## src/rtl/km_div.sv

```systemverilog
// ----------------------------------------------------------------------------
// km_div
// Serial restoring divider: signed sum over unsigned count, truncating.
// ----------------------------------------------------------------------------
module km_div #(
	parameter int SUMW = 23,
	parameter int CNTW = 7,
	parameter int CW   = 16
) (
	input  logic                   clk,
	input  logic                   arst_n,
	input  logic                   start,
	input  logic signed [SUMW-1:0] num,
	input  logic [CNTW-1:0]        den,
	output logic                   done,
	output logic signed [CW-1:0]   quo
);
	localparam int STW = $clog2(SUMW + 1);

	logic [SUMW-1:0] q_q;
	logic [CNTW:0]   rem_q;
	logic [CNTW-1:0] den_q;
	logic            neg_q;
	logic [STW-1:0]  step_q;
	logic            run_q;
	logic            done_q;
	logic [CNTW:0]   shifted;
	logic            fits;

	assign shifted = {rem_q[CNTW-1:0], q_q[SUMW-1]};
	assign fits    = shifted >= {1'b0, den_q};

	always_ff @(posedge clk or negedge arst_n) begin
		if (!arst_n) begin
			run_q  <= 1'b0;
			done_q <= 1'b0;
			step_q <= '0;
		end else begin
			done_q <= 1'b0;
			if (start) begin
				run_q  <= 1'b1;
				step_q <= STW'(SUMW);
			end else if (run_q) begin
				step_q <= step_q - STW'(1);
				if (step_q == STW'(1)) begin
					run_q  <= 1'b0;
					done_q <= 1'b1;
				end
			end
		end
	end

	always_ff @(posedge clk) begin
		if (start) begin
			q_q   <= num[SUMW-1] ? (~num + SUMW'(1)) : num;
			neg_q <= num[SUMW-1];
			den_q <= den;
			rem_q <= '0;
		end else if (run_q) begin
			rem_q <= fits ? (shifted - {1'b0, den_q}) : shifted;
			q_q   <= {q_q[SUMW-2:0], fits};
		end
	end

	assign done = done_q;
	assign quo  = neg_q ? CW'(~q_q + SUMW'(1)) : CW'(q_q);

endmodule

```

## config.mk

```make
export PLATFORM = sky130hd
export DESIGN_NAME = km_div
export DESIGN_NICKNAME = d
export VERILOG_FILES = /design/src/rtl/km_div.sv
export SDC_FILE = /design/constraint.sdc
export NUM_CORES = 1
export LEC_CHECK = 0
export ABC_AREA = 1
export BUFFER_PORTS_ARGS = -buffer_cell sky130_fd_sc_hd__buf_2
export CORE_MARGIN = 5
export CORE_UTILIZATION = 50
export CTS_CLUSTER_DIAMETER = 100
export DETAILED_ROUTE_END_ITERATION = 7
export PLACE_DENSITY = 0.72
export REMOVE_ABC_BUFFERS = 1
export SETUP_SLACK_MARGIN = 0.05
export SKIP_LAST_GASP = 1
export SLEW_MARGIN = 20
export SYNTH_ARGS = -nofsm -noshare
export SYNTH_HDL_FRONTEND = slang
export SYNTH_SLANG_ARGS = --single-unit
export TNS_END_PERCENT = 50
```

## constraint.sdc

```tcl
create_clock -name clk -period 3.4 [get_ports clk]
set_clock_uncertainty 0.15 [all_clocks]
set_input_delay 0.68 -clock clk [delete_from_list [all_inputs] [get_ports clk]]
set_output_delay 0.68 -clock clk [all_outputs]
set_load 0.01 [all_outputs]
```

# After elaboration in Yosys (flattened, before gate mapping)
# Index checks and enable logic that the tools add are counted.
dict set report op_classes {
  n_reduce_logical 1
  bitwise 2
  addsub 4
  eq_ne 1
  n_mux 13
  order_cmp 1
}
# cell n
set op_table {}
lappend op_table {{two-way mux 23 bit} 3}
lappend op_table {{adder 23 x 2 -> 23 bit (second input constant)} 1}
lappend op_table {{inverter 23 bit} 1}
lappend op_table {{adder 16 x 1 -> 16 bit (second input constant)} 1}
lappend op_table {{two-way mux 16 bit} 1}
lappend op_table {{inverter 16 bit} 1}
lappend op_table {{two-way mux 5 bit} 2}
lappend op_table {{>= comparator 8 x 7 -> 1 bit} 1}
lappend op_table {{two-way mux 7 bit} 1}
lappend op_table {{subtractor 7 bit} 1}
lappend op_table {{two-way mux 1 bit} 6}
lappend op_table {{== test 5 x 1 -> 1 bit (second input constant)} 1}
lappend op_table {{subtractor 5 x 1 -> 5 bit (second input constant)} 1}
lappend op_table {{nonzero test 2 bit} 1}
dict set report totals {
  wordCells 29
  reg_bits 45
  out_inout_bits 17
  input_bits 33
}

# Depth between registers and ports, before layout
dict set report depth {
  ltp_word 4
  ltp_mapped 11
  ltp_nobuf 11
}

# Least setup slack after synthesis
# No wires, ideal clock.
dict set report synth_path {
  kind {input -> register}
  startpoint {input port start}
  endpoint {register q_q[0], enable pin}
  path_slack_ps 1301
  t_arrival_ps 1587
  stages 3
  setup_ps 363
  required_time_ps 2887
  path_cell_list {buf_2 -> nor2_1 -> inv_1}
}
dict set report synth_via {
  elab_chain_len 1
}
# item line_no
set synth_rtl {}
lappend synth_rtl {{start: declaration} 12} ;# input logic start,
lappend synth_rtl {{nonzero test 2 bit (no line)} --}
lappend synth_rtl {{end signal: assignment} 55} ;# q_q <= num[SUMW-1] ? (~num + SUMW'(1)) : num;
lappend synth_rtl {{end signal: assignment} 61} ;# q_q <= {q_q[SUMW-2:0], fits};
lappend synth_rtl {{end: declaration} 20} ;# logic [SUMW-1:0] q_q;
# Every way passes these cells.
# A chain may end at the register's enable or synchronous reset.

# Final worst setup path
dict set report layout_path {
  startpoint {register q_q[0]}
  endpoint {output port quo[12]}
}
dict set report layout_via {
  elab_chain_len 3
}
# item line_no
set layout_rtl {}
lappend layout_rtl {{inverter 16 bit} 66} ;# assign quo = neg_q ? CW'(~q_q + SUMW'(1)) : CW'(q_q);
lappend layout_rtl {{adder 16 x 1 -> 16 bit} 66}
lappend layout_rtl {{two-way mux 16 bit} 66}
lappend layout_rtl {{end: declaration} 16} ;# output logic signed [CW-1:0] quo
# Every way passes these cells.

==> impl_metrics.json <==
{
  "finalWorstSetupSlack_ns": 0.6577,
  "setup_tns_ns": 0,
  "slew_viol_final": 0,
  "clockBufferDepth": 2,
  "leakagePower_nw": 1.823,
  "required_ns": 2.57,
  "pre_cts_ws_ns": 1.045,
  "period_needed_ns": 2.742,
  "ys_types": 35,
  "cts_root_buffer": "clkbuf_8",
  "drcViolationCount": 0,
  "grt_max_degree": 38,
  "maxSlewHeadroom_pct": 35.88,
  "syn_avg_cell_area_um2": 7.230,
  "wl_per_cell_um": 13.52,
  "io_pins": 50,
  "path_class": "flop to output port",
  "antenna_found_initial": 0,
  "wl_mm": 7.695,
  "drt_pass1_iterations": 4,
  "synth_top_area_cell": "edfxtp_1",
  "seq_area_frac_synth_pct": 39.00,
  "num_rows": 29,
  "power.density_nw_per_um2": 508.1,
  "viasPerCell": 5.246,
  "cp-start-kind": "flop",
  "antenna_cells": 0,
  "grt.total_usage_pct": 18.90,
  "crit_path_frequent_cell": "nand2_1",
  "die_h_um": 89.95,
  "syn_area_um2": 3196,
  "die_width_um": 89.95,
  "grt_pass1_wl_mm": 12.85,
  "grt_pass1_vias": 2848,
  "vdd_drop_max_mv": 0.3926,
  "ys_seq_elements": 45,
  "ff_latch_area_um2": 1246,
  "tritoncts": "yes",
  "die_area_um2": 8090,
  "htreeDepth": 2,
  "fillCellCount": 590,
  "min_path_type": "input pin to asynchronous set/reset pin",
  "slowest_delay_ns": 0.39,
  "cpMaxStageDelayCell": "edfxtp_1",
  "clkTransAtPathRegs_ns": 0.09,
  "cts_resized": 0,
  "routabilityCongestion": 0.8951,
  "nNetsFinal": 536,
  "fin_hold_ws_ns": 0.04373,
  "crit_chain": "inv_1, ha_1, inv_1, nor3_1, nand2_1, nand2_1, nand2_1, nand2_1, o21ai_0, buf_2",
  "cts-hold-fix-buffers": 0,
  "syn2layout_area_growth_pct": 13.70,
  "antenna_left": 0,
  "drive_above_1_share_pct": 13.82,
  "dp_hpwl_mm": 5.802,
  "max_freq_mhz": 364.7,
  "rsz0062_at_grt": "false",
  "synth_cells": 442,
  "worst_pin_slew_ns": 0.9608,
  "insertion_delay_ns": 0.30,
  "critPathTopFamily": "simple AND/OR/NAND/NOR gates",
  "grt.overflow.total": 0,
  "ys_warn_count": 0,
  "critPathMaxFanout": 3,
  "hold_viol": 0,
  "design.core.area_um2": 6277,
  "floorplan.initialDensity_pct": 50.91,
  "dr.first_iter.drc_count": 133,
  "status": "completed",
  "critPathCaptureType": "output port",
  "fin_crit_sh_pct": 80.65,
  "cap_violations": 0,
  "synth.area.top_cells": "edfxtp_1 29%, nand2_1 15%, inv_1 7.9%, nand3_1 7.5%, dfrtp_1 5.5%",
  "via_count": 2985,
  "clock_sinks": 45,
  "io_buffer_count": 49,
  "worstPathArrival_ns": 1.91,
  "crit_buf_inv": 3,
  "numCtsBuffers": 5,
  "multi_input_area_um2": 1653,
  "cts_setup_buffers": 0,
  "synth_top_area_share_pct": 29.13,
  "setup_viol": 0
}
report_power, final:
part	internal (W)	switching (W)
clock network	0.000240	0.000198
registers	0.000672	0.0000593
logic	0.000263	0.000414
synthesized netlist by cell type:
library cell	n
a21oi_1	10
a21oi_4	1
a22oi_1	1
a31oi_1	1
buf_1	1
buf_2	3
buf_4	1
clkbuf_1	5
dfrtp_1	7
dfxtp_1	7
edfxtp_1	31
fa_1	1
ha_1	11
inv_1	67
nand2_1	124
nand2_2	2
nand2b_1	1
nand3_1	48
nand3_4	1
nand3b_1	8
nand4_1	8
nor2_1	39
nor2_2	1
nor3_1	5
nor3_2	1
nor4_1	1
o21ai_0	24
o21ai_1	6
o21ai_2	1
o22ai_1	2
o31ai_1	1
or2_1	1
or2_4	1
xnor2_1	2
xor2_1	18
placed cells by master (no fill, tap or decap), drive strengths merged, types with 6 or more instances in the layout:
master and count:
nand3b 8, dfxtp 7, inv 68, nand2 126
buf 52, nand4 8, ha 11, edfxtp 31
a21oi 11, nor3 6, dfrtp 7, clkbuf 6
o21ai 31, nor2 40, nand3 49, xor2 18
worst register-to-register path, cell delays in order, from the launching register on:
cell	delay [ns]
edfxtp_1	0.42
ha_1	0.23
fa_1	0.41
inv_1	0.10
nand2_1	0.05
nand2_1	0.13
nand2_1	0.11
nand3_4	0.14
nand2_1	0.08
o21ai_0	0.11
routing by layer:
metal  part of all wire [%]  GRT usage, %
met3                    5.1         3.172
met1                     44         24.13
met2                     49         32.44
met5                      0             0
met4                    1.6         6.079
final timing paths:
| check | from | endpoint | slack (ns) | cells past startpoint |
|---|---|---|---|---|
| max | q_q[0] | quo[12] | 0.66 | 10 |
| min | arst_n | step_q[0] | 0.04 | 1 |
| max reg2reg | den_q[0] | q_q[0] | 1.30 | 9 |
| min reg2reg | rem_q[4] | rem_q[4] | 0.33 | 2 |
| max in group asynchronous | arst_n | step_q[1] | 2.91 | 1 |
| min in group clk | rem_q[4] | rem_q[4] | 0.33 | 2 |
flip-flops by register name (all words and copies together) (netlist names):
signal	count
q_q	23
step_q	5
done	1
den_q	7
rem_q	7
neg_q	1
run_q	1
cell families after synthesis:
| kind of cell | Yosys count | synth area share (%) |
|---|---|---|
| and+or+nand+nor | 241 | 33.20 |
| buffers and inverters | 77 | 9.279 |
| AOI/OAI and AO/OA | 47 | 8.106 |
| DFF | 45 | 39.00 |
| xor gates and xnor gates | 20 | 5.482 |
| adders and majority gates | 12 | 4.933 |
per-stage QoR:
| stage | cells | instance area, um2 | util [%] | power (W) |
|---|---|---|---|---|
| floorplan | 432 | 3151 | - | 0.001211 |
| global placement | 561 | 3515 | 55.99 | 0.001396 |
| detailed placement | 561 | 3515 | 55.99 | 0.001415 |
| CTS | 569 | 3633 | 57.88 | 0.001853 |
| global route | 569 | 3633 | 57.88 | 0.001972 |
| finish | 569 | 3633 | 57.88 | 0.001846 |
final cells by class:
type / count / area share [%]
Clock buffer: 6 / 2.273
Inverter: 67 / 6.921
Multi-Input combinational cell: 320 / 45.49
Clock inverter: 2 / 0.9986
Timing Repair Buffer: 52 / 7.369
Tap cell: 77 / 2.652
Sequential cell: 45 / 34.30
Power figures use the tool's default switching activity.
