[src/rtl/km_pkg.sv]
// ----------------------------------------------------------------------------
// km_pkg
// Shared types and constants for the k-means clustering block.
// ----------------------------------------------------------------------------
package km_pkg;

	localparam logic [1:0] CFG_CLUSTERS   = 2'd0;
	localparam logic [1:0] CFG_POINTS     = 2'd1;
	localparam logic [1:0] CFG_DIMENSIONS = 2'd2;
	localparam logic [1:0] CFG_ITER_CAP   = 2'd3;

	localparam int CLUSTER_ID_W  = 4;
	localparam int POINT_INDEX_W = 6;
	localparam int PASSES_W      = 8;

	typedef enum logic [3:0] {
		ST_IDLE,
		ST_INIT,
		ST_CLR,
		ST_ACC,
		ST_ACC_WAIT,
		ST_DIV_START,
		ST_DIV_WAIT,
		ST_DIST,
		ST_DIST_WAIT,
		ST_LOAD,
		ST_SCAN,
		ST_DECIDE,
		ST_EMIT,
		ST_DRAIN
	} km_state_t;

	typedef struct packed {
		logic clear;
		logic acc_en;
		logic acc_last;
		logic dist_clr;
		logic dist_en;
		logic chain_load;
		logic chain_shift;
		logic cent_we;
	} km_ctl_t;

endpackage

[src/rtl/km_cell.sv]
// ----------------------------------------------------------------------------
// km_cell
// One cluster cell: centroid, coordinate sums, member count, distance unit
// and one stage of the distance chain toward cell 0.
// ----------------------------------------------------------------------------
module km_cell #(
	parameter int CW       = 16,
	parameter int MAX_DIMS = 8,
	parameter int DIW      = 3,
	parameter int CIW      = 4,
	parameter int SW       = 36,
	parameter int SUMW     = 23,
	parameter int CNTW     = 7,
	parameter int CELL_ID  = 0
) (
	input  logic                   clk,
	input  logic                   arst_n,
	input  km_pkg::km_ctl_t        ctl,
	input  logic signed [CW-1:0]   coord,
	input  logic [DIW-1:0]         dim_rd,
	input  logic [CIW-1:0]         asg,
	input  logic [DIW-1:0]         dim_wr,
	input  logic [CIW-1:0]         sel_id,
	input  logic signed [CW-1:0]   cent_data,
	input  logic [SW-1:0]          next_dist,
	input  logic                   next_vld,
	output logic [SW-1:0]          dist_out,
	output logic                   vld,
	output logic signed [SUMW-1:0] sum_out,
	output logic [CNTW-1:0]        cnt_out
);
	localparam int SH = (SW > 64) ? SW - 64 : 0;
	localparam logic [SW-1:0] SATV = {SW{1'b1}} >> SH;

	logic signed [SUMW-1:0] sum_q [MAX_DIMS];
	logic signed [CW-1:0]   cent_q [MAX_DIMS];
	logic [CNTW-1:0]        cnt_q;
	logic signed [CW:0]     diff_s1;
	logic [2*CW-1:0]        sq_s2;
	logic                   v_s1;
	logic                   v_s2;
	logic [SW-1:0]          acc_q;
	logic [SW-1:0]          acc_sat;
	logic [SW-1:0]          sh_d_q;
	logic                   sh_v_q;
	logic signed [2*CW+1:0] prod;
	logic                   mine;

	assign mine    = asg == CIW'(CELL_ID);
	assign prod    = diff_s1 * diff_s1;
	assign acc_sat = (acc_q > SATV) ? SATV : acc_q;

	always_ff @(posedge clk) begin
		if (ctl.clear) begin
			for (int i = 0; i < MAX_DIMS; i++) begin
				sum_q[i] <= '0;
			end
			cnt_q <= '0;
		end else if (ctl.acc_en && mine) begin
			sum_q[dim_rd] <= sum_q[dim_rd] + SUMW'(coord);
			if (ctl.acc_last) begin
				cnt_q <= cnt_q + CNTW'(1);
			end
		end
		if (ctl.cent_we && sel_id == CIW'(CELL_ID)) begin
			cent_q[dim_wr] <= cent_data;
		end
		diff_s1 <= (CW+1)'(coord) - (CW+1)'(cent_q[dim_rd]);
		sq_s2   <= prod[2*CW-1:0];
		if (ctl.dist_clr) begin
			acc_q <= '0;
		end else if (v_s2) begin
			acc_q <= acc_q + SW'(sq_s2);
		end
		if (ctl.chain_load) begin
			sh_d_q <= acc_sat;
		end else if (ctl.chain_shift) begin
			sh_d_q <= next_dist;
		end
	end

	always_ff @(posedge clk or negedge arst_n) begin
		if (!arst_n) begin
			v_s1   <= 1'b0;
			v_s2   <= 1'b0;
			sh_v_q <= 1'b0;
		end else begin
			v_s1 <= ctl.dist_en;
			v_s2 <= v_s1;
			if (ctl.chain_load) begin
				sh_v_q <= cnt_q != '0;
			end else if (ctl.chain_shift) begin
				sh_v_q <= next_vld;
			end
		end
	end

	assign dist_out = sh_d_q;
	assign vld      = sh_v_q;
	assign sum_out  = sum_q[dim_wr];
	assign cnt_out  = cnt_q;

endmodule

[config.mk]
export PLATFORM = sky130hd
export DESIGN_NAME = km_cell
export DESIGN_NICKNAME = d
export VERILOG_FILES = /design/src/rtl/km_pkg.sv /design/src/rtl/km_cell.sv
export SDC_FILE = /design/constraint.sdc
export NUM_CORES = 1
export LEC_CHECK = 0
export ABC_AREA = 1
export BUFFER_PORTS_ARGS = -buffer_cell sky130_fd_sc_hd__buf_2
export CAP_MARGIN = 25
export CORE_MARGIN = 5
export CORE_UTILIZATION = 30
export DETAILED_ROUTE_END_ITERATION = 12
export HOLD_SLACK_MARGIN = 0.06
export PLACE_DENSITY = 0.43
export SLEW_MARGIN = 5
export SYNTH_ARGS = -nofsm -noshare
export SYNTH_HDL_FRONTEND = slang
export SYNTH_SLANG_ARGS = --single-unit
[constraint.sdc]
create_clock -name clk -period 7.7 [get_ports clk]
set_clock_uncertainty 0.2 [all_clocks]
set_input_delay 1.155 -clock clk [delete_from_list [all_inputs] [get_ports clk]]
set_output_delay 1.155 -clock clk [all_outputs]
set_load 0.05 [all_outputs]
* Yosys cells after proc, flatten, opt, wreduce, memory -nomap -nowiden *
Memory sizes are Yosys's and may differ from the RTL's.
Index checks and enable logic that the tools add are counted.

storage, ports and cells
  bits in registers = 131
  latch bits = 0
  RAM bits = 312
  ROM bits = 0
  bits of input ports = 93
  output and inout port bits = 67
  logic and storage cells = 39
  memories kept = 2

memory list
  memory  depth  bits a word  read ports  clocked after Yosys merged registers in  wr ports  RTL line       source
  sum_q   8      23           2           0                                        8         km_cell.sv:35  logic signed [SUMW-1:0] sum_q [MAX_DIMS];
  cent_q  8      16           1           0                                        1         km_cell.sv:36  logic signed [CW-1:0] cent_q [MAX_DIMS];

cells by class
  add/subtract/negate cells = 4
  multiply operators = 1
  div/mod/pow operators = 0
  order comparisons = 1
  equal/unequal tests = 0
  shift-type cells = 0
  muxes and demuxes = 15
  bitwise operators = 0
  reductions and logical operators = 8

operator list
  operator              number
  $mux 36               3
  $add 36x32->36        1
  $gt 36x36->1 const B  1
  $mul 17x17->32        1
  $add 23x16->23        1
  $mux 23               1
  $reduce_or 23->1      1
  $sub 16x16->17        1
  $mux 1                10
  $logic_not 4->1       2
  $add 7x1->7 const B   1
  $reduce_bool 7->1     1
  $mux 3                1
  $logic_and 1x1->1     2
  $reduce_and 2->1      1
  $reduce_bool 2->1     1

* Logic depth before layout (Yosys ltp) *
  depth after elaboration = 7
  gate-level depth with buffers = 27
  mapped depth without buffers = 26

* Worst setup path after synthesis *
OpenSTA, ideal clock, no wires.

  path type = reg2reg
  start point = reg diff_s1[16]
  end point = reg sq_s2[31]
  arrival = 5507 ps
  data required time = 7388 ps
  path slack = 1880 ps
  stages on the path, launching flop included = 25
  clock period less this slack = 5820 ps
  cells stage by stage = dfxtp_1 > clkbuf_1 > buf_1 > nand2_1 > fa_1 > inv_1 > fa_1 > inv_1 > fa_1 > fa_1 > inv_1 > fa_1 > fa_1 > ha_1 > nand2_1 > nor2_1 > inv_1 > nor2_1 > inv_1 > nor2_1 > nor2_1 > nand2_1 > inv_1 > nand2_1 > nand2_1

between the ends
  cells in the longest elaborated chain, start to end = 1

ends and longest elaborated chain
  element                 RTL line       source
  start, declared         km_cell.sv:38  logic signed [CW:0] diff_s1;
  start signal, assigned  km_cell.sv:68  diff_s1 <= (CW+1)'(coord) - (CW+1)'(cent_q[dim_rd]);
  $mul 17x17->32          km_cell.sv:50  assign prod = diff_s1 * diff_s1;
  named net prod[31]      km_cell.sv:46  logic signed [2*CW+1:0] prod;
  end signal, assigned    km_cell.sv:69  sq_s2 <= prod[2*CW-1:0];
  end, declared           km_cell.sv:39  logic [2*CW-1:0] sq_s2;

The timed path passes the listed nets, and every way through them passes these cells.
A chain may end at the register's enable or synchronous reset.

* Worst setup path after layout *
  start point = reg diff_s1[2]
  end point = reg sq_s2[23]

Same word-level chain as after synthesis.

==> out/qor.json <==
{
  "hold_path_end": "v_s2$_DFF_PN0_",
  "timing.critical_path.arrival_ns": 6.75,
  "post-cts-setup-buffers": 0,
  "area.growth.synth_to_final_pct": 12.5,
  "drv.max_cap_violation_count": 0,
  "globalplace.congestion": 0.877,
  "pin_count_of_the_biggest_net_entering_global_routing": 70,
  "finalSetupViolations": 0,
  "tritoncts_clock_tree": "built",
  "count_of_different_cell_masters_after_synthesis": 60,
  "synthCells": 3629,
  "via_count_of_the_first_global_routing_pass": 25600,
  "finalCritPeriodShare_pct": 83.5,
  "ff2ff_setup_slack_ns": 1.27,
  "critPathMaxFanout": 19,
  "worstSetupPathType": "flip-flop to flip-flop",
  "cts.reportedPaths.clkPinSlew_ns": 0.07,
  "mappedNetlistNets": 4138,
  "min_delay_path_depth": 0,
  "synth_flop_cell": "sky130_fd_sc_hd__edfxtp_1",
  "timing.critical_path.cells": "nand2_1 > inv_1 > fa_1 > inv_1 > fa_1 > fa_1 > fa_1 > fa_1 > fa_1 > inv_1 > ha_1 > nand2_1 > nor2_1 > inv_1 > nor2_1 > nand4_1 > nand3_1 > xor2_1",
  "total_drc_errors_in_the_routed_layout": 0,
  "yosys_register_bits": 442,
  "syn_area_mm2": 0.0323,
  "crit_top_cell": "sky130_fd_sc_hd__fa_1",
  "initial_core_utilization_pct": 30.2,
  "avgRoutedWirePerCell_um": 20.7,
  "cts_inserted_buffers": 53,
  "critPathLaunchType": "flip-flop",
  "ff_to_ff_start": "diff_s1[2]$_DFF_P_",
  "place_hpwl_um": 77800,
  "drt-pass1-iter-count": 6,
  "grtUsageTotal_pct": 18.6,
  "rr_worst_depth": 18,
  "tritoncts_num_sinks": 442,
  "setup_tns_ns": 0,
  "grt_pass1_wl_um": 162000,
  "hold_start": "v_s1$_DFF_PN0_",
  "worst_setup_path_end_kind": "flip-flop",
  "worst_r2r_endpoint": "sq_s2[23]$_DFF_P_",
  "synth_edf_count": 348,
  "overflow": 0,
  "fmax_ghz": 0.156,
  "max_slew_vio_count": 0,
  "htree_levels": 2,
  "num-nets-final": 4290,
  "drt.antenna.violating_nets": 0,
  "clock_latency_ns": 0.66,
  "hold_viol": 0,
  "ys_top_cells_by_area": "sky130_fd_sc_hd__edfxtp_1 32%, sky130_fd_sc_hd__fa_1 16%, sky130_fd_sc_hd__nand2_1 9.0%, sky130_fd_sc_hd__inv_1 8.5%, sky130_fd_sc_hd__ha_1 6.2%",
  "worstHoldPathType": "flip-flop to flip-flop",
  "worst_path_largest_cell_delay_ns": 0.86,
  "ys_warn_count": 0,
  "critical_path.slowest_cell": "sky130_fd_sc_hd__dfxtp_1",
  "drt_iter0_markers": 1830,
  "yosysTopAreaCellShare_pct": 32.3,
  "synthesis.area_per_instance_um2": 8.90,
  "rsz0062_at_grt": "no",
  "worstMarginPinSlew_ns": 1.15,
  "detailroute.via_count": 25000,
  "cp_data_required_time_ns": 8.03,
  "ys_seq_area_share_pct": 38.2,
  "clock_tree.root_cell": "sky130_fd_sc_hd__clkbuf_16",
  "std_cell_rows": 120,
  "synth-async-reset-ratio_pct": 0.679,
  "synth_common_cells": "773 x sky130_fd_sc_hd__nand2_1, 734 x sky130_fd_sc_hd__inv_1, 348 x sky130_fd_sc_hd__edfxtp_1",
  "floorplan.die.width_um": 338,
  "synth_largest_area_cell": "sky130_fd_sc_hd__edfxtp_1",
  "post_route_cells_drive_above_1_share_pct": 9.50,
  "max_slew_margin_pct": 23.1,
  "buffers_added_on_ports": 159,
  "clock_buffer_depth": 3,
  "floorplan.core_area_mm2": 0.107,
  "finalCriticalPeriod_ns": 6.43,
  "synth_most_common_cell": "sky130_fd_sc_hd__nand2_1",
  "fp.dieH_um": 338,
  "pin_count": 160,
  "routed_wirelength_um": 108000,
  "die-area_mm2": 0.114,
  "vias_per_cell": 4.79,
  "outcome": "finished, final reports clean",
  "grt_antenna_before_repair": 5
}
[routing by layer]
layer / vias to the layer above / GRT usage [%] / routed length (um)
li1: 12000 / - / -
met1: 12200 / 23.6 / 45600
met2: 687 / 33.6 / 54100
met3: 141 / 2.37 / 5520
met4: 0 / 4.66 / 2730
met5: - / 0 / 0
[cell type report]
cell class	instances	area, um^2
Antenna cell	2	5.00
Clock buffer	71	1440
Clock inverter	23	175
Fill cell	11200	70700
Inverter	751	2820
Multi-Input combinational cell	2329	16700
Sequential cell	442	12300
Tap cell	1403	1760
Timing Repair Buffer	204	1140
[kinds of logic (layout without fill, tap and decap cells)]
family | count (synthesis) | in the layout | synth area share, %
xor+xnor | 82 | 82 | 2.41
buf+inv | 858 | 1049 | 10.3
flops | 442 | 442 | 38.2
fa+ha+maj | 416 | 416 | 22.1
compound gates | 478 | 478 | 9.68
simple gates | 1353 | 1353 | 17.4
other cells | 0 | 2 | 0
[sequential cells by signal (all words and copies together) (netlist names)]
name	count
dist_out	36
acc_q	36
v_s1	1
diff_s1	17
cnt_out	7
v_s2	1
sum_q	184
sq_s2	31
cent_q	128
vld	1
[layout by cell type, fill, tap and decap left out, drive strengths merged, types with 3 or more instances in the layout]
cell type / netlist / routed
a211oi: 4 / 4
a21o: 8 / 8
a21oi: 142 / 142
a221oi: 63 / 63
a22o: 9 / 9
a22oi: 51 / 51
and3: 4 / 4
buf: 49 / 203
clkbuf: 58 / 71
clkinv: 4 / 22
dfrtp: 3 / 3
dfxtp: 91 / 91
edfxtp: 348 / 348
fa: 256 / 256
ha: 160 / 160
inv: 747 / 750
nand2: 782 / 782
nand3: 129 / 129
nand3b: 8 / 8
nand4: 51 / 51
nor2: 348 / 348
nor3: 21 / 21
nor4: 4 / 4
o2111ai: 19 / 19
o21ai: 120 / 120
o21bai: 14 / 14
o22ai: 33 / 33
o2bb2ai: 6 / 6
or2: 4 / 4
xnor2: 28 / 28
xor2: 54 / 54
[worst max-delay path, delay by kind of cell (launching register included)]
family / cells / cell delay [ns]
DFF: 1 / 0.86
adders and majority gates: 7 / 3.31
xor gates and xnor gates: 1 / 0.17
and+or+nand+nor: 6 / 1.25
buffers and inverters: 4 / 0.48
[worst max path at each step]
stage                         from           endpoint  slack, ns
5_1_grt         diff_s1[5]$_DFF_P_  sq_s2[27]$_DFF_P_       0.92
3_5_place_dp    diff_s1[5]$_DFF_P_  sq_s2[27]$_DFF_P_       1.36
3_3_place_gp    diff_s1[7]$_DFF_P_  sq_s2[21]$_DFF_P_       1.37
2_1_floorplan  diff_s1[16]$_DFF_P_  sq_s2[31]$_DFF_P_       1.88
6_report        diff_s1[2]$_DFF_P_  sq_s2[23]$_DFF_P_       1.27
4_1_cts         diff_s1[9]$_DFF_P_  sq_s2[21]$_DFF_P_       1.32
[metrics by stage]
step / hold slack, ns / utilization (%) / instance area (um^2) / std cells / setup slack [ns]
2_1_floorplan: 0.129 / - / 32300 / 3629 / 1.88
3_3_place_gp: 0.133 / 32.4 / 34700 / 5127 / 1.37
3_5_place_dp: 0.139 / 32.4 / 34700 / 5128 / 1.36
4_1_cts: 0.150 / 34.0 / 36300 / 5223 / 1.32
5_1_grt: 0.152 / 34.0 / 36300 / 5223 / 0.922
6_report: 0.150 / 34.0 / 36300 / 5225 / 1.27
[repair_timing]
| action | 4_1_cts | 5_1_grt |
|---|---|---|
| setup endpoints to repair | 0 | 0 |
| hold buffers | 1 | 0 |
| endpoints found under the hold margin | 3 | 0 |
| gates resized for setup | 0 | 0 |
Power is not shown: default switching activity piles up to over one toggle a cycle in this logic, so the estimate is an artifact.
